`src/rtl/dllm_pkg.sv`:
```
package dllm_pkg;

    localparam int NODES  = 64;
    localparam int IDX_W  = $clog2(NODES);
    localparam int LINK_W = 7;
    localparam int OP_W   = 3;
    localparam int A_W    = 6;

    localparam logic [LINK_W-1:0] NONE_IDX = LINK_W'(NODES);

    localparam logic [OP_W-1:0] OP_PUSH_HEAD  = 3'd0;
    localparam logic [OP_W-1:0] OP_PUSH_TAIL  = 3'd1;
    localparam logic [OP_W-1:0] OP_POP_HEAD   = 3'd2;
    localparam logic [OP_W-1:0] OP_POP_TAIL   = 3'd3;
    localparam logic [OP_W-1:0] OP_INS_BEFORE = 3'd4;
    localparam logic [OP_W-1:0] OP_INS_AFTER  = 3'd5;
    localparam logic [OP_W-1:0] OP_REMOVE     = 3'd6;
    localparam logic [OP_W-1:0] OP_NOP        = 3'd7;

    typedef logic [LINK_W-1:0] t_link;
    typedef logic [IDX_W-1:0]  t_idx;

    function automatic logic is_node(input t_link v);
        return v < LINK_W'(NODES);
    endfunction

    function automatic t_idx to_idx(input t_link v);
        return v[IDX_W-1:0];
    endfunction

endpackage

```
`src/rtl/dllm_op_if.sv`:
```
interface dllm_op_if import dllm_pkg::*; ();
    logic              valid;
    logic              ready;
    logic [OP_W-1:0]   operation;
    logic [A_W-1:0]    node_a;
    logic [LINK_W-1:0] node_b;

    modport source (output valid, output operation, output node_a, output node_b,
                    input ready);
    modport sink   (input valid, input operation, input node_a, input node_b,
                    output ready);
endinterface

```
`src/rtl/dllm_res_if.sv`:
```
interface dllm_res_if import dllm_pkg::*; ();
    logic              valid;
    logic              ready;
    logic [LINK_W-1:0] popped_node;
    logic              list_empty;

    modport source (output valid, output popped_node, output list_empty, input ready);
    modport sink   (input valid, input popped_node, input list_empty, output ready);
endinterface

```
`src/rtl/doubly_linked_list_manager.sv`:
```
// Doubly linked list manager over a pool of NODES node indices.
// i_op carries one list operation per transaction (push head/tail, pop
// head/tail, insert before/after a reference node, remove a node); o_res
// returns one transaction per operation with the popped node (NODES when
// nothing was popped) and the list-empty flag after the operation.
// Both channels use valid/ready; a transaction moves when both are high.
// The block takes one operation at a time: the accept cycle issues the
// link reads, then states S_W1 and S_W2 write the links back; i_op.ready
// is high only in S_IDLE. Each link memory has a single port, and one
// operation may write two entries of one memory, so writes use both states.
// o_res.valid is raised as S_W2 completes. The result sits in an output
// register; while it is not taken the block still accepts the next
// operation and holds that one in S_W2 until the output register frees.
// Reset empties the list (head and tail to none) and drops any pending
// result; link memories are not cleared and hold stale links.
module doubly_linked_list_manager import dllm_pkg::*; (
    input  logic       i_clk,
    input  logic       i_rst_n,
    dllm_op_if.sink    i_op,
    dllm_res_if.source o_res
);

    localparam logic [1:0] S_IDLE = 2'd0;
    localparam logic [1:0] S_W1   = 2'd1;
    localparam logic [1:0] S_W2   = 2'd2;

    t_link r_prev_mem [NODES];
    t_link r_next_mem [NODES];

    logic [1:0]      r_state, n_state;
    t_link           r_head, n_head;
    t_link           r_tail, n_tail;
    logic            r_out_valid, n_out_valid;
    t_link           r_popped, n_popped;
    logic            r_empty, n_empty;
    logic [OP_W-1:0] r_op, n_op;
    t_link           r_a, r_b, r_h, r_t;
    t_link           r_rd_prev, r_rd_next;

    logic  accept, w2_go, a_ok;
    t_link in_a, in_b;
    logic  prev_re, next_re, prev_we, next_we;
    t_idx  prev_ra, next_ra, prev_wa, next_wa;
    t_link prev_wd, next_wd;

    assign accept = i_op.valid && i_op.ready;
    assign w2_go  = !r_out_valid || o_res.ready;
    assign in_a   = LINK_W'(i_op.node_a);
    assign in_b   = is_node(i_op.node_b) ? i_op.node_b : NONE_IDX;
    assign a_ok   = is_node(in_a);

    assign i_op.ready        = (r_state == S_IDLE);
    assign o_res.valid       = r_out_valid;
    assign o_res.popped_node = r_popped;
    assign o_res.list_empty  = r_empty;

    always_comb begin
        n_op = i_op.operation;
        case (i_op.operation) inside
            OP_PUSH_HEAD, OP_PUSH_TAIL, OP_REMOVE: begin
                if (!a_ok) n_op = OP_NOP;
            end
            OP_INS_BEFORE: begin
                if (!a_ok) n_op = OP_NOP;
                else if (!is_node(in_b)) n_op = OP_PUSH_TAIL;
            end
            OP_INS_AFTER: begin
                if (!a_ok) n_op = OP_NOP;
                else if (!is_node(in_b)) n_op = OP_PUSH_HEAD;
            end
            default: ;
        endcase
    end

    always_comb begin
        prev_re = 1'b0;
        prev_ra = '0;
        next_re = 1'b0;
        next_ra = '0;
        if (accept) begin
            case (i_op.operation)
                OP_POP_HEAD: begin
                    next_re = is_node(r_head);
                    next_ra = to_idx(r_head);
                end
                OP_POP_TAIL: begin
                    prev_re = is_node(r_tail);
                    prev_ra = to_idx(r_tail);
                end
                OP_INS_BEFORE: begin
                    prev_re = a_ok && is_node(in_b);
                    prev_ra = to_idx(in_b);
                end
                OP_INS_AFTER: begin
                    next_re = a_ok && is_node(in_b);
                    next_ra = to_idx(in_b);
                end
                OP_REMOVE: begin
                    prev_re = a_ok;
                    prev_ra = to_idx(in_a);
                    next_re = a_ok;
                    next_ra = to_idx(in_a);
                end
                default: ;
            endcase
        end
    end

    always_comb begin
        n_state     = r_state;
        n_head      = r_head;
        n_tail      = r_tail;
        n_out_valid = r_out_valid && !o_res.ready;
        n_popped    = r_popped;
        n_empty     = r_empty;
        prev_we     = 1'b0;
        prev_wa     = '0;
        prev_wd     = '0;
        next_we     = 1'b0;
        next_wa     = '0;
        next_wd     = '0;
        unique case (r_state)
            S_IDLE: begin
                if (accept) n_state = S_W1;
            end
            S_W1: begin
                n_state = S_W2;
                case (r_op)
                    OP_PUSH_HEAD: begin
                        prev_we = 1'b1;
                        prev_wa = to_idx(r_a);
                        prev_wd = NONE_IDX;
                        next_we = 1'b1;
                        next_wa = to_idx(r_a);
                        next_wd = r_h;
                        n_head  = r_a;
                        if (!is_node(r_h)) n_tail = r_a;
                    end
                    OP_PUSH_TAIL: begin
                        prev_we = 1'b1;
                        prev_wa = to_idx(r_a);
                        prev_wd = r_t;
                        next_we = 1'b1;
                        next_wa = to_idx(r_a);
                        next_wd = NONE_IDX;
                        n_tail  = r_a;
                        if (!is_node(r_t)) n_head = r_a;
                    end
                    OP_POP_HEAD: begin
                        if (is_node(r_h)) begin
                            n_head = r_rd_next;
                            if (!is_node(r_rd_next)) begin
                                n_tail = NONE_IDX;
                            end else begin
                                prev_we = 1'b1;
                                prev_wa = to_idx(r_rd_next);
                                prev_wd = NONE_IDX;
                            end
                        end
                    end
                    OP_POP_TAIL: begin
                        if (is_node(r_t)) begin
                            n_tail = r_rd_prev;
                            if (!is_node(r_rd_prev)) begin
                                n_head = NONE_IDX;
                            end else begin
                                next_we = 1'b1;
                                next_wa = to_idx(r_rd_prev);
                                next_wd = NONE_IDX;
                            end
                        end
                    end
                    OP_INS_BEFORE: begin
                        prev_we = 1'b1;
                        prev_wa = to_idx(r_a);
                        prev_wd = r_rd_prev;
                        next_we = 1'b1;
                        next_wa = to_idx(r_a);
                        next_wd = r_b;
                        if (!is_node(r_rd_prev)) n_head = r_a;
                    end
                    OP_INS_AFTER: begin
                        prev_we = 1'b1;
                        prev_wa = to_idx(r_a);
                        prev_wd = r_b;
                        next_we = 1'b1;
                        next_wa = to_idx(r_a);
                        next_wd = r_rd_next;
                        if (!is_node(r_rd_next)) n_tail = r_a;
                    end
                    OP_REMOVE: begin
                        if (!is_node(r_rd_prev)) begin
                            n_head = r_rd_next;
                        end else begin
                            next_we = 1'b1;
                            next_wa = to_idx(r_rd_prev);
                            next_wd = r_rd_next;
                        end
                        if (!is_node(r_rd_next)) begin
                            n_tail = r_rd_prev;
                        end else begin
                            prev_we = 1'b1;
                            prev_wa = to_idx(r_rd_next);
                            prev_wd = r_rd_prev;
                        end
                    end
                    default: ;
                endcase
            end
            S_W2: begin
                if (w2_go) begin
                    n_state     = S_IDLE;
                    n_out_valid = 1'b1;
                    n_empty     = !is_node(r_head) && !is_node(r_tail);
                    n_popped    = (r_op == OP_POP_HEAD) ? r_h :
                                  (r_op == OP_POP_TAIL) ? r_t : NONE_IDX;
                    case (r_op)
                        OP_PUSH_HEAD: begin
                            prev_we = is_node(r_h);
                            prev_wa = to_idx(r_h);
                            prev_wd = r_a;
                        end
                        OP_PUSH_TAIL: begin
                            next_we = is_node(r_t);
                            next_wa = to_idx(r_t);
                            next_wd = r_a;
                        end
                        OP_INS_BEFORE: begin
                            prev_we = 1'b1;
                            prev_wa = to_idx(r_b);
                            prev_wd = r_a;
                            next_we = is_node(r_rd_prev);
                            next_wa = to_idx(r_rd_prev);
                            next_wd = r_a;
                        end
                        OP_INS_AFTER: begin
                            prev_we = is_node(r_rd_next);
                            prev_wa = to_idx(r_rd_next);
                            prev_wd = r_a;
                            next_we = 1'b1;
                            next_wa = to_idx(r_b);
                            next_wd = r_a;
                        end
                        default: ;
                    endcase
                end
            end
            default: begin
                n_state = S_IDLE;
            end
        endcase
    end

    always_ff @(posedge i_clk) begin
        if (!i_rst_n) begin
            r_state     <= S_IDLE;
            r_head      <= NONE_IDX;
            r_tail      <= NONE_IDX;
            r_out_valid <= 1'b0;
        end else begin
            r_state     <= n_state;
            r_head      <= n_head;
            r_tail      <= n_tail;
            r_out_valid <= n_out_valid;
        end
    end

    always_ff @(posedge i_clk) begin
        r_popped <= n_popped;
        r_empty  <= n_empty;
        if (accept) begin
            r_op <= n_op;
            r_a  <= in_a;
            r_b  <= in_b;
            r_h  <= r_head;
            r_t  <= r_tail;
        end
    end

    always_ff @(posedge i_clk) begin
        if (prev_we) begin
            r_prev_mem[prev_wa] <= prev_wd;
        end else if (prev_re) begin
            r_rd_prev <= r_prev_mem[prev_ra];
        end
    end

    always_ff @(posedge i_clk) begin
        if (next_we) begin
            r_next_mem[next_wa] <= next_wd;
        end else if (next_re) begin
            r_rd_next <= r_next_mem[next_ra];
        end
    end

    a_no_port_clash: assert property (@(posedge i_clk) disable iff (!i_rst_n)
        !(prev_we && prev_re) && !(next_we && next_re))
        else $error("link memory read and written in the same cycle");

    a_accept_to_w1: assert property (@(posedge i_clk) disable iff (!i_rst_n)
        accept |=> (r_state == S_W1))
        else $error("accepted transaction did not start the write sequence");

    a_result_after_w2: assert property (@(posedge i_clk) disable iff (!i_rst_n)
        $rose(r_out_valid) |-> ($past(r_state) == S_W2))
        else $error("result raised outside the final write cycle");

    a_no_write_idle: assert property (@(posedge i_clk) disable iff (!i_rst_n)
        (prev_we || next_we) |-> (r_state != S_IDLE))
        else $error("link write while idle");

endmodule
```
`src/flat_wrapper.sv`:
```
// flat-port wrapper written by rule: the top's interface ports become plain ports
module doubly_linked_list_manager_flat import dllm_pkg::*;
  (i_clk, i_rst_n, i_op_valid, i_op_operation, i_op_node_a, i_op_node_b, i_op_ready, o_res_valid, o_res_popped_node, o_res_list_empty, o_res_ready);
  dllm_op_if i_op_i ();
  dllm_res_if o_res_i ();
  input  logic i_clk;
  input  logic i_rst_n;
  input wire logic [$bits(i_op_i.valid)-1:0] i_op_valid;
  input wire logic [$bits(i_op_i.operation)-1:0] i_op_operation;
  input wire logic [$bits(i_op_i.node_a)-1:0] i_op_node_a;
  input wire logic [$bits(i_op_i.node_b)-1:0] i_op_node_b;
  output wire logic [$bits(i_op_i.ready)-1:0] i_op_ready;
  output wire logic [$bits(o_res_i.valid)-1:0] o_res_valid;
  output wire logic [$bits(o_res_i.popped_node)-1:0] o_res_popped_node;
  output wire logic [$bits(o_res_i.list_empty)-1:0] o_res_list_empty;
  input wire logic [$bits(o_res_i.ready)-1:0] o_res_ready;
  assign i_op_i.valid = i_op_valid;
  assign i_op_i.operation = i_op_operation;
  assign i_op_i.node_a = i_op_node_a;
  assign i_op_i.node_b = i_op_node_b;
  assign i_op_ready = i_op_i.ready;
  assign o_res_valid = o_res_i.valid;
  assign o_res_popped_node = o_res_i.popped_node;
  assign o_res_list_empty = o_res_i.list_empty;
  assign o_res_i.ready = o_res_ready;
  doubly_linked_list_manager u_core (.i_clk(i_clk), .i_rst_n(i_rst_n), .i_op(i_op_i), .o_res(o_res_i));
endmodule
```
`config.mk`:
```
export PLATFORM = sky130hd
export DESIGN_NAME = doubly_linked_list_manager_flat
export DESIGN_NICKNAME = d
export VERILOG_FILES = /design/src/rtl/dllm_pkg.sv /design/src/rtl/dllm_op_if.sv /design/src/rtl/dllm_res_if.sv /design/src/rtl/doubly_linked_list_manager.sv /design/src/flat_wrapper.sv
export SDC_FILE = /design/constraint.sdc
export NUM_CORES = 1
export LEC_CHECK = 0
export ABC_AREA = 1
export ABC_CLOCK_PERIOD_IN_PS = 9700
export BUFFER_PORTS_ARGS = -buffer_cell sky130_fd_sc_hd__buf_2
export CORE_MARGIN = 2
export CORE_UTILIZATION = 49
export CTS_CLUSTER_DIAMETER = 100
export DETAILED_ROUTE_END_ITERATION = 7
export PLACE_DENSITY = 0.65
export SYNTH_ARGS = -nofsm -noshare
export SYNTH_HDL_FRONTEND = slang
export SYNTH_SLANG_ARGS = --single-unit
```
`constraint.sdc`:
```
create_clock -name i_clk -period 9.7 [get_ports i_clk]
set_input_delay 0.485 -clock i_clk [delete_from_list [all_inputs] [get_ports i_clk]]
set_output_delay 0.485 -clock i_clk [all_outputs]
set_load 0.01 [all_outputs]
```
# --- Yosys cells after proc, flatten, opt, wreduce, memory -nomap -nowiden ---
# Memory sizes are Yosys's and may differ from the RTL's. A register that Yosys moved wholly into a read port is not among the register bits.
# Cells that the tools add are included.
totals:
  n_memories: 2
  ram_bits: 896
  regBits: 55
mem_list:
  columns: ["memory", "depth", "word_bits", "rd", "rd_clocked_by_memory_dff", "wr", "line_no", "source"]
  rows:
  - ["u_core.r_next_mem", 64, 7, 1, 1, 1, "doubly_linked_list_manager.sv:28", "t_link r_next_mem [NODES];"]
  - ["u_core.r_prev_mem", 64, 7, 1, 1, 1, "doubly_linked_list_manager.sv:27", "t_link r_prev_mem [NODES];"]
op_classes:
  reduce_logical: 24
  n_mux: 80
  n_lt_le_gt_ge: 9
  n_eq_ne: 26
  n_bitwise: 2
op_table:
  columns: ["operator", "n"]
  rows:
  - ["one-hot mux 7 bit (6 select lines)", 4]
  - ["two-way mux 7 bit", 23]
  - ["one-hot mux 6 bit (3 select lines)", 6]
  - ["two-way mux 6 bit", 10]
  - ["< comparator 7 bit (second input constant)", 8]
  - ["one-hot mux 7 bit (2 select lines)", 2]
  - ["two-way mux 3 bit", 8]
  - ["one-hot mux 6 bit (2 select lines)", 2]
  - ["!= test 2 bit (second input constant)", 11]
  - ["equality test 3 bit (second input constant)", 6]
  - ["one-hot mux 1 bit (3 select lines)", 6]
  - ["AND reduction 8 bit", 2]
  - ["two-way mux 1 bit", 14]
  - ["equality test 3 x 2 -> 1 bit (second input constant)", 4]
  - ["nonzero test 6 bit", 2]
  - ["OR reduction 3 bit", 3]
  - ["AND reduction 2 bit", 4]
  - ["< comparator 6 x 7 -> 1 bit (second input constant)", 1]
  - ["equality test 3 x 1 -> 1 bit (second input constant)", 2]
  - ["zero test 3 bit", 2]
  - ["one-hot mux 2 bit (3 select lines)", 1]
  - ["logical AND 1 bit", 4]
  - ["zero test 1 bit", 4]
  - ["two-way mux 2 bit", 2]
  - ["other kinds (8)", 10]

# --- Logic depth before layout (Yosys ltp) ---
# Gate-level depths: netlist of the first run.
logic_depth:
  ltp_word: 8
  depth_mapped: 16
  mapped_depth_nobuf: 13

# --- Worst setup path after synthesis of the first run ---
# OpenSTA, ideal clock, no wires.
synth_timing:
  kind: "flip-flop to flip-flop"
  startpoint: "reg u_core.r_state[0]"
  endpoint: "mem u_core.r_next_mem[0][0] (netlist bit), data pin"
  t_arrival_ns: 4.266
  path_stages_with_launch: 6
  period_less_slack_ns: 4.996
  required_time_ns: 8.970
  setup_slack_ns: 4.704
  cell_sequence: "dfxtp_1 > inv_1 > ha_1 > clkbuf_1 > clkinv_1 > o32ai_1"
synth_via:
  elab_chain_cells: 2
  elab_cells_between_ends: 3
synth_rtl:
  columns: ["item", "line_no", "source"]
  rows:
  - ["start, declared", "doubly_linked_list_manager.sv:30", "logic [1:0] r_state, n_state;"]
  - ["start signal, assigned", "doubly_linked_list_manager.sv:261", "r_state <= n_state;"]
  - ["equality test 2 bit / equality test 2 x 1 -> 1 bit (equally long branches)", null, null]
  - ["one-hot mux 7 bit (2 select lines) (*)", "doubly_linked_list_manager.sv:122", "unique case (r_state)"]
  - ["net u_core.next_wd[0]", "doubly_linked_list_manager.sv:44", "t_link prev_wd, next_wd;"]
  - ["end, declared", "doubly_linked_list_manager.sv:28", null]
# The timed path passes the listed nets; every way through them passes the cells marked *.

# --- Worst setup path in the final report of the first run ---
layout_timing:
  startpoint: "reg u_core.r_state[0]"
  endpoint: "reg u_core.r_rd_next[6], read port of u_core.r_next_mem, data pin"
layout_via:
  elab_chain_cells: 4
  elab_cells_between_ends: 9
layout_rtl:
  columns: ["item", "line_no", "source"]
  rows:
  - ["equality test 2 bit (tied with other cells)", null, null]
  - ["one-hot mux 1 bit (2 select lines) / logical AND 1 bit (equally long branches)", "doubly_linked_list_manager.sv:122, doubly_linked_list_manager.sv:46", null]
  - ["NOT 1 bit (no line) / two-way mux 1 bit (equally long branches)", null, null]
  - ["AND reduction 2 bit (no line)", null, null]
  - ["end, declared", "doubly_linked_list_manager.sv:38", "t_link r_rd_prev, r_rd_next;"]
# Parallel ways exist; a longest one is shown, timed or not.
# A chain may end at the register's enable or synchronous reset.

==> reports/metrics.json, run 1 <==
{
  "status": {"value": "completed"},
  "ant_nets": {"value": 0},
  "element_type_at_the_critical_path_start": {"value": "flip-flop"},
  "cts_tree": {"value": "built"},
  "clock_path_buffers": {"value": 3},
  "dieWidth": {"value": 302, "unit": "µm"},
  "global_routing_usage_summed_across_all_routing_layers": {"value": 25.4, "unit": "%"},
  "synthToLayoutAreaGrowth": {"value": 10.3, "unit": "%"},
  "net_count_after_synthesis": {"value": 4100},
  "syn_avg_cell_area": {"value": 10.7, "unit": "µm²"},
  "detailedRoute.firstIterationViolations": {"value": 4013},
  "summed_instance_area_of_the_synthesized_netlist": {"value": 43600, "unit": "µm²"},
  "worst_path_largest_cell_delay": {"value": 0.86, "unit": "ns"},
  "p_seq_share": {"value": 51.4, "unit": "%"},
  "cts_num_sinks": {"value": 965},
  "hpwlAfterDp": {"value": 68600, "unit": "µm"},
  "globalRouteOverflowTotal": {"value": 0},
  "final-instance-count-excl-fill": {"value": 5257},
  "top_ff_cell_synth": {"value": "sky130_fd_sc_hd__edfxtp_1"},
  "worst_hold_path_type": {"value": "input port to flip-flop"},
  "synth.top_cells.by_area": {"value": "sky130_fd_sc_hd__edfxtp_1, sky130_fd_sc_hd__nand3_1, sky130_fd_sc_hd__nand3b_1"},
  "synth-async-reset-ratio": {"value": 0, "unit": "%"},
  "postCtsSetupBuffers": {"value": 0},
  "finish.net_count": {"value": 4036},
  "drtPass1Iterations": {"value": 7},
  "comb_power_share": {"value": 5.5, "unit": "%"},
  "critical_path.top_delay_family": {"value": "simple AND/OR/NAND/NOR gates"},
  "library_cell_with_the_largest_summed_area_after_synthesis": {"value": "sky130_fd_sc_hd__edfxtp_1"},
  "static-leakage-power": {"value": 17.8, "unit": "nW"},
  "cp_common_cell": {"value": "sky130_fd_sc_hd__nand3_1"},
  "period_share": {"value": 50.5, "unit": "%"},
  "avgViaCountPerCell": {"value": 5.77},
  "number_of_placement_rows": {"value": 109},
  "period_minus_slack": {"value": 4.89, "unit": "ns"},
  "core_region_area": {"value": 88200, "unit": "µm²"},
  "synth.top_cells.by_count": {"value": "sky130_fd_sc_hd__edfxtp_1, sky130_fd_sc_hd__nand3_1, sky130_fd_sc_hd__nand2_1"},
  "die-area": {"value": 91400, "unit": "µm²"},
  "cts_hold_repair.buffers": {"value": 0},
  "clkSlewWorstSetupHoldPaths": {"value": 0.06, "unit": "ns"},
  "share_of_the_synthesized_area_in_the_top_cell_type": {"value": 65.3, "unit": "%"},
  "yosysWarnings": {"value": 0},
  "post-route-util": {"value": 54.5, "unit": "%"},
  "ys_seq_elements": {"value": 965},
  "drive_gt1_share": {"value": 7.48, "unit": "%"},
  "slowest_stage_cell_crit_path": {"value": "sky130_fd_sc_hd__buf_4"},
  "synthCells": {"value": 4077},
  "power.switching_fraction": {"value": 22.5, "unit": "%"},
  "cap_viol_max_count": {"value": 0},
  "timing_max_transition_violations_final": {"value": 0},
  "vdd.ir_drop.worst": {"value": 0.166, "unit": "mV"},
  "whs": {"value": 0.0470, "unit": "ns"},
  "setup_slack": {"value": 4.81, "unit": "ns"},
  "switchingPower": {"value": 2.01, "unit": "mW"},
  "maxSlewHeadroom": {"value": 16.0, "unit": "%"},
  "setup.worst_path.end_class": {"value": "flip-flop"},
  "worstPathArrival": {"value": 5.33, "unit": "ns"},
  "crit_required": {"value": 10.13, "unit": "ns"},
  "pwr_density_cell": {"value": 186, "unit": "nW/µm²"},
  "wl_per_cell": {"value": 22.3, "unit": "µm"},
  "cts.repair.resized": {"value": 0},
  "seq_area_frac_synth": {"value": 66.1, "unit": "%"},
  "fillerInstances": {"value": 7461},
  "grt_first_pass_wirelength": {"value": 175000, "unit": "µm"},
  "design.portCount": {"value": 30},
  "gp_congestion": {"value": 0.937},
  "antenna_found_initial": {"value": 2},
  "die_height": {"value": 302, "unit": "µm"},
  "fin_setup_tns": {"value": 0, "unit": "ns"},
  "worstPathMaxFanout": {"value": 144},
  "yosys.cell_types.count": {"value": 41},
  "grt_setup_unrepaired": {"value": "no"},
  "grt_pass1_vias": {"value": 27893},
  "drt-total-wl": {"value": 117000, "unit": "µm"},
  "max_freq": {"value": 204, "unit": "MHz"},
  "critical_path_buf_inv_count": {"value": 4},
  "largest_net_degree_at_the_start_of_global_routing": {"value": 212},
  "h-tree-depth": {"value": 3},
  "routed-via-count": {"value": 30314},
  "yosysMostFrequentCell": {"value": "sky130_fd_sc_hd__edfxtp_1"},
  "rrSetupSlack": {"value": 4.81, "unit": "ns"},
  "port_buffers": {"value": 29},
  "final_hold_fails": {"value": 0},
  "cell_internal_pwr": {"value": 6.94, "unit": "mW"},
  "setup.worst_path.class": {"value": "flip-flop to flip-flop"},
  "power.share.clock": {"value": 43.2, "unit": "%"},
  "synth_edf_count": {"value": 948},
  "tightest_slew": {"value": 1.26, "unit": "ns"},
  "root_driver": {"value": "sky130_fd_sc_hd__clkbuf_16"},
  "cells_after_dpl": {"value": 5078},
  "cts_made_buffers": {"value": 98},
  "finalSetupViolCount": {"value": 0},
  "initial_cell_density_of_the_core": {"value": 49.4, "unit": "%"},
  "place_worst_setup_slack": {"value": 4.51, "unit": "ns"},
  "critical_path.cell_chain": {"value": "inv_1, ha_1, nand2_1, inv_8, buf_12, nand2_4, buf_4, nand2_1, nand3_1, nand3_1, nand3_1, nand3_1, nand3_1, nand2_1"},
  "drc": {"value": 0},
  "clock-skew-final": {"value": 0.0316, "unit": "ns"},
  "worst_skew_pair.late_latency": {"value": 0.68, "unit": "ns"}
}
metal layers:
layer | track usage (%) | vias up | wire length [µm]
li1 | - | 13963 | -
met1 | 36.9 | 14771 | 50000
met2 | 39.1 | 1361 | 53800
met3 | 4.39 | 219 | 10400
met4 | 8.00 | 0 | 3170
met5 | 0 | - | 0
state kept, by name, indices dropped and copies added, names as in the netlist:
signal	count
u_core.r_op	3
u_core.r_head	7
u_core.r_a	6
u_core.r_state	2
u_core.r_b	7
u_core.r_rd_next	7
u_core.r_h	7
u_core.r_rd_prev	7
u_core.r_prev_mem	448
u_core.r_t	7
u_core.r_tail	7
u_core.o_res.popped_node	7
u_core.o_res.valid	1
u_core.o_res.list_empty	1
u_core.r_next_mem	448
per-stage QoR:
stage | instance area [µm²] | total power, mW
floorplan | 43600 | 4.98
global placement | 44800 | 5.16
detailed placement | 44800 | 5.16
CTS | 48100 | 8.97
global route | 48100 | 9.17
finish | 48100 | 8.95
cells by family after synthesis:
group	share of synthesized area, %
AND/OR/NAND/NOR	24.6
flip-flops	66.1
buffers and inverters	6.64
AO/OA/AOI/OAI	2.56
adder cells (fa/ha/maj)	0.0861
power groups by stage:
stage	Sequential [mW]	Combinational, mW	Clock [mW]
after floorplan	4.67	0.309	0
after global placement	4.68	0.478	0
after detailed placement	4.68	0.479	0
after CTS	4.60	0.481	3.89
after global routing	4.60	0.524	4.05
final	4.60	0.489	3.86
final timing paths:
| check | start | endpoint | cells past startpoint |
|---|---|---|---|
| max | u_core.r_state[0] | u_core.r_rd_next[6] | 14 |
| min reg2reg | u_core.r_head[3] | u_core.r_h[3] | 0 |
| max reg2reg | u_core.r_state[0] | u_core.r_rd_next[6] | 14 |
| min | i_op_node_a[3] | u_core.r_a[3] | 1 |
placed cells by master, fill, tap and decap left out, types with 26 or more instances in the layout:
cell | Yosys | routed
sky130_fd_sc_hd__buf_2 | 91 | 29
sky130_fd_sc_hd__nand3_1 | 859 | 858
sky130_fd_sc_hd__clkinv_1 | 2 | 26
sky130_fd_sc_hd__edfxtp_1 | 948 | 948
sky130_fd_sc_hd__nand4_1 | 36 | 36
sky130_fd_sc_hd__buf_4 | 18 | 46
sky130_fd_sc_hd__clkbuf_16 | 0 | 100
sky130_fd_sc_hd__nand3b_1 | 269 | 269
sky130_fd_sc_hd__nor2_1 | 441 | 438
sky130_fd_sc_hd__o21ai_0 | 95 | 94
sky130_fd_sc_hd__nand2_1 | 537 | 535
sky130_fd_sc_hd__inv_1 | 463 | 463
area by class of cell:
class | count | area (µm²) | share of cell area [%]
inverters | 476 | 1800 | 3.74
clock inverters | 64 | 687 | 1.43
diodes | 1 | 2.50 | 0.00521
repair buffers | 77 | 531 | 1.10
clock buffers | 114 | 2570 | 5.36
well taps | 1165 | 1460 | 3.03
multi-input cells | 2395 | 12200 | 25.4
flip-flops and latches | 965 | 28800 | 59.9
Power figures use the tool's default switching activity.
==> inputs of run 2 (changes only) <==
- ABC_CLOCK_PERIOD_IN_PS: 9700 -> 4840
- clock period: 9.7 -> 4.84 ns (I/O delays scaled with it)
==> run 2 against run 1 <==
Non-clock buffer count increased by 36. Sequential share of layout area is 0.23 points lower. Utilization rose by 0.21 points. Flip-flop and latch count unchanged. Critical path depth shrank 7. Wire length decreased by 0.77%. Largest cell class unchanged. Largest power group unchanged.
==> reports/metrics.json, run 2 (synthesized netlist as in run 1, its figures left out) <==
{
  "drive_gt1_share": {"value": 7.87, "unit": "%", "change": "+0.40 points"},
  "cp_common_cell": {"value": "sky130_fd_sc_hd__o21ai_1"},
  "period_minus_slack": {"value": 3.91, "unit": "ns", "change": "-0.981 ns"},
  "period_share": {"value": 80.8, "unit": "%", "change": "+30 points"},
  "element_type_at_the_critical_path_start": {"value": "flip-flop"},
  "number_of_placement_rows": {"value": 109, "change": "unchanged"},
  "cap_viol_max_count": {"value": 0, "change": "unchanged"},
  "synthToLayoutAreaGrowth": {"value": 10.7, "unit": "%"},
  "pwr_density_cell": {"value": 360, "unit": "nW/µm²", "change": "+93%"},
  "static-leakage-power": {"value": 17.9, "unit": "nW", "change": "+0.65%"},
  "largest_net_degree_at_the_start_of_global_routing": {"value": 190, "change": "-10%"},
  "wl_met3": {"value": 10600, "unit": "µm", "change": "+2.0%"},
  "biggestRegsByFlops": {"value": "u_core.r_next_mem: 448 flops, u_core.r_prev_mem: 448 flops"},
  "gp_congestion": {"value": 0.966, "change": "+3.1%"},
  "final_cell_mix": {"value": "sky130_fd_sc_hd__edfxtp_1, sky130_fd_sc_hd__nand3_1, sky130_fd_sc_hd__nand2_1"},
  "globalRouteOverflowTotal": {"value": 0, "change": "unchanged"},
  "avgViaCountPerCell": {"value": 5.75, "change": "-0.21%"},
  "design.portCount": {"value": 30, "change": "unchanged"},
  "postCtsSetupBuffers": {"value": 0, "change": "unchanged"},
  "drt-total-wl": {"value": 117000, "unit": "µm", "change": "-0.77%"},
  "tightest_slew": {"value": 1.33, "unit": "ns", "change": "+0.0714 ns"},
  "wl_met2": {"value": 52800, "unit": "µm", "change": "-2.0%"},
  "cts_made_buffers": {"value": 97, "change": "-1.0%"},
  "setup.worst_path.end_class": {"value": "flip-flop"},
  "top_layer_used": {"value": "met4"},
  "wl_per_cell": {"value": 22.0, "unit": "µm", "change": "-1.4%"},
  "worst_r2r_path_depth": {"value": 7, "change": "-7"},
  "crit_end": {"value": "u_core.r_next_mem[60][5]"},
  "rrSetupSlack": {"value": 0.93, "unit": "ns", "change": "-3.88 ns"},
  "clock_path_buffers": {"value": 3, "change": "unchanged"},
  "critical_path.startpoint": {"value": "u_core.r_op[2]"},
  "maxSlewHeadroom": {"value": 11.1, "unit": "%", "change": "-5.0 points"},
  "final_hold_fails": {"value": 0, "change": "unchanged"},
  "finish.net_count": {"value": 4071, "change": "+0.87%"},
  "grt_setup_unrepaired": {"value": "no"},
  "detailedRoute.firstIterationViolations": {"value": 3833, "change": "-4.5%"},
  "root_driver": {"value": "sky130_fd_sc_hd__clkbuf_16"},
  "dieWidth": {"value": 302, "unit": "µm", "change": "unchanged"},
  "timing_max_transition_violations_final": {"value": 0, "change": "unchanged"},
  "slowest_stage_cell_crit_path": {"value": "sky130_fd_sc_hd__o21ai_1"},
  "cts_num_sinks": {"value": 965, "change": "unchanged"},
  "hpwlAfterDp": {"value": 70000, "unit": "µm", "change": "+2.0%"},
  "cts_tree": {"value": "built"},
  "worstPathMaxFanout": {"value": 9, "change": "-94%"},
  "h-tree-depth": {"value": 3, "change": "unchanged"},
  "worstPathArrival": {"value": 4.19, "unit": "ns", "change": "-1.14 ns"},
  "core_region_area": {"value": 88200, "unit": "µm²", "change": "unchanged"},
  "drc": {"value": 0, "change": "unchanged"},
  "route.layer.met1.wl": {"value": 50000, "unit": "µm", "change": "about the same"},
  "antenna_found_initial": {"value": 0, "change": "-2"},
  "worst_path_largest_cell_delay": {"value": 1.02, "unit": "ns", "change": "+0.16 ns"},
  "ant_nets": {"value": 0, "change": "unchanged"},
  "crit-reg2reg-capture": {"value": "u_core.r_next_mem[60][5]"},
  "grt_first_pass_wirelength": {"value": 176000, "unit": "µm", "change": "+0.39%"},
  "worst_hold_path_type": {"value": "input port to flip-flop"},
  "clock-skew-final": {"value": 0.0248, "unit": "ns", "change": "-0.00675 ns"},
  "global_routing_usage_summed_across_all_routing_layers": {"value": 25.4, "unit": "%", "change": "-0.029 points"},
  "drtPass1Iterations": {"value": 6, "change": "-1"},
  "initial_cell_density_of_the_core": {"value": 49.4, "unit": "%", "change": "unchanged"},
  "setup_slack": {"value": 0.927, "unit": "ns", "change": "-3.88 ns"},
  "hold_path_depth": {"value": 3, "change": "+2"},
  "critical_path.reg2reg.startpoint": {"value": "u_core.r_op[2]"},
  "vdd.ir_drop.worst": {"value": 0.317, "unit": "mV", "change": "+91%"},
  "setup.worst_path.class": {"value": "flip-flop to flip-flop"},
  "die-area": {"value": 91400, "unit": "µm²", "change": "unchanged"},
  "crit_required": {"value": 5.12, "unit": "ns", "change": "-5.01 ns"},
  "die_height": {"value": 302, "unit": "µm", "change": "unchanged"},
  "worst_skew_pair.late_latency": {"value": 0.68, "unit": "ns", "change": "about the same"},
  "place_worst_setup_slack": {"value": 1.01, "unit": "ns", "change": "-3.50 ns"},
  "mostFrequentLayoutCell": {"value": "sky130_fd_sc_hd__edfxtp_1"},
  "finalSetupViolCount": {"value": 0, "change": "unchanged"},
  "fillerInstances": {"value": 7377, "change": "-1.1%"},
  "routed-via-count": {"value": 30456, "change": "+0.47%"},
  "critical_path.cell_chain": {"value": "o21ai_1, nor2_1, o21ai_1, a21oi_4, inv_4, nand2_1, nor3_1"},
  "clkSlewWorstSetupHoldPaths": {"value": 0.06, "unit": "ns", "change": "about the same"},
  "port_buffers": {"value": 29, "change": "unchanged"},
  "grt_pass1_vias": {"value": 28428, "change": "+1.9%"},
  "status": {"value": "completed"},
  "max_freq": {"value": 256, "unit": "MHz", "change": "+25%"},
  "power.total": {"value": 17.3, "unit": "mW", "change": "+94%"}
}
## run 2: cell types whose count changed in the layout (fill, tap and decap cells not counted), moves of 3 or more
cell	delta
sky130_fd_sc_hd__buf_12	+13
sky130_fd_sc_hd__bufinv_16	-10
sky130_fd_sc_hd__clkinv_2	+7
sky130_fd_sc_hd__dlygate4sd3_1	+14
sky130_fd_sc_hd__clkinv_1	-6
sky130_fd_sc_hd__clkinvlp_4	-3
sky130_fd_sc_hd__buf_4	+9
sky130_fd_sc_hd__clkbuf_1	+9
## run 2: worst min path at each step
stage                                 from             to
after floorplan             i_op_node_a[0]  u_core.r_a[0]
after global placement    u_core.r_head[3]  u_core.r_h[3]
after detailed placement  u_core.r_head[3]  u_core.r_h[3]
after CTS                   i_op_node_b[0]  u_core.r_b[0]
after global routing        i_op_node_b[3]  u_core.r_b[3]
final                       i_op_node_b[3]  u_core.r_b[3]
## run 2: layer usage
layer / vias to the layer above / GRT usage, %
li1: 14048 / -
met1: 14700 / 37.4
met2: 1506 / 38.7
met3: 202 / 4.15
met4: 0 / 7.89
met5: - / 0
## run 2: final cells by class
type                       count  area [µm²]  area share, %
sequential                   965       28800           59.7
inverter                     476        1800           3.73
clock inverter                58         438          0.908
antenna                        1        2.50        0.00519
multi-input combinational   2395       12200           25.3
tap                         1165        1460           3.02
clock buffer                 120        2540           5.27
timing repair buffer         113         998           2.07
## run 2: critical path: cells and delay by family, from the launching register on
kind	cells	cell delay, ns
AOI/OAI and AO/OA	3	1.45
buffers and inverters	1	0.15
DFF	1	0.55
and+or+nand+nor	3	1.37
## run 2: power by group
part / total, mW / internal [mW] / switching, mW / leakage [nW]
Combinational: 1.01 / 0.221 / 0.790 / 9.10
Sequential: 9.20 / 9.16 / 0.0416 / 7.29
Clock: 7.13 / 3.96 / 3.17 / 1.48
## run 2: repair_timing
action / CTS / global route
resized for setup: 0 / 0
hold buffers: 14 / 0
hold endpoints to repair: 27 / 0
## run 2: stage by stage
step	cells	util, %	setup TNS (ns)	instance area [µm²]	hold slack, ns
after floorplan	4077	-	-49.86	43600	0.341
after global placement	5100	51.1	0	45100	0.414
after detailed placement	5100	51.1	0	45100	0.433
after CTS	5292	54.7	0	48200	0.0479
after global routing	5292	54.7	0	48200	0.0797
final	5293	54.7	0	48200	0.0951
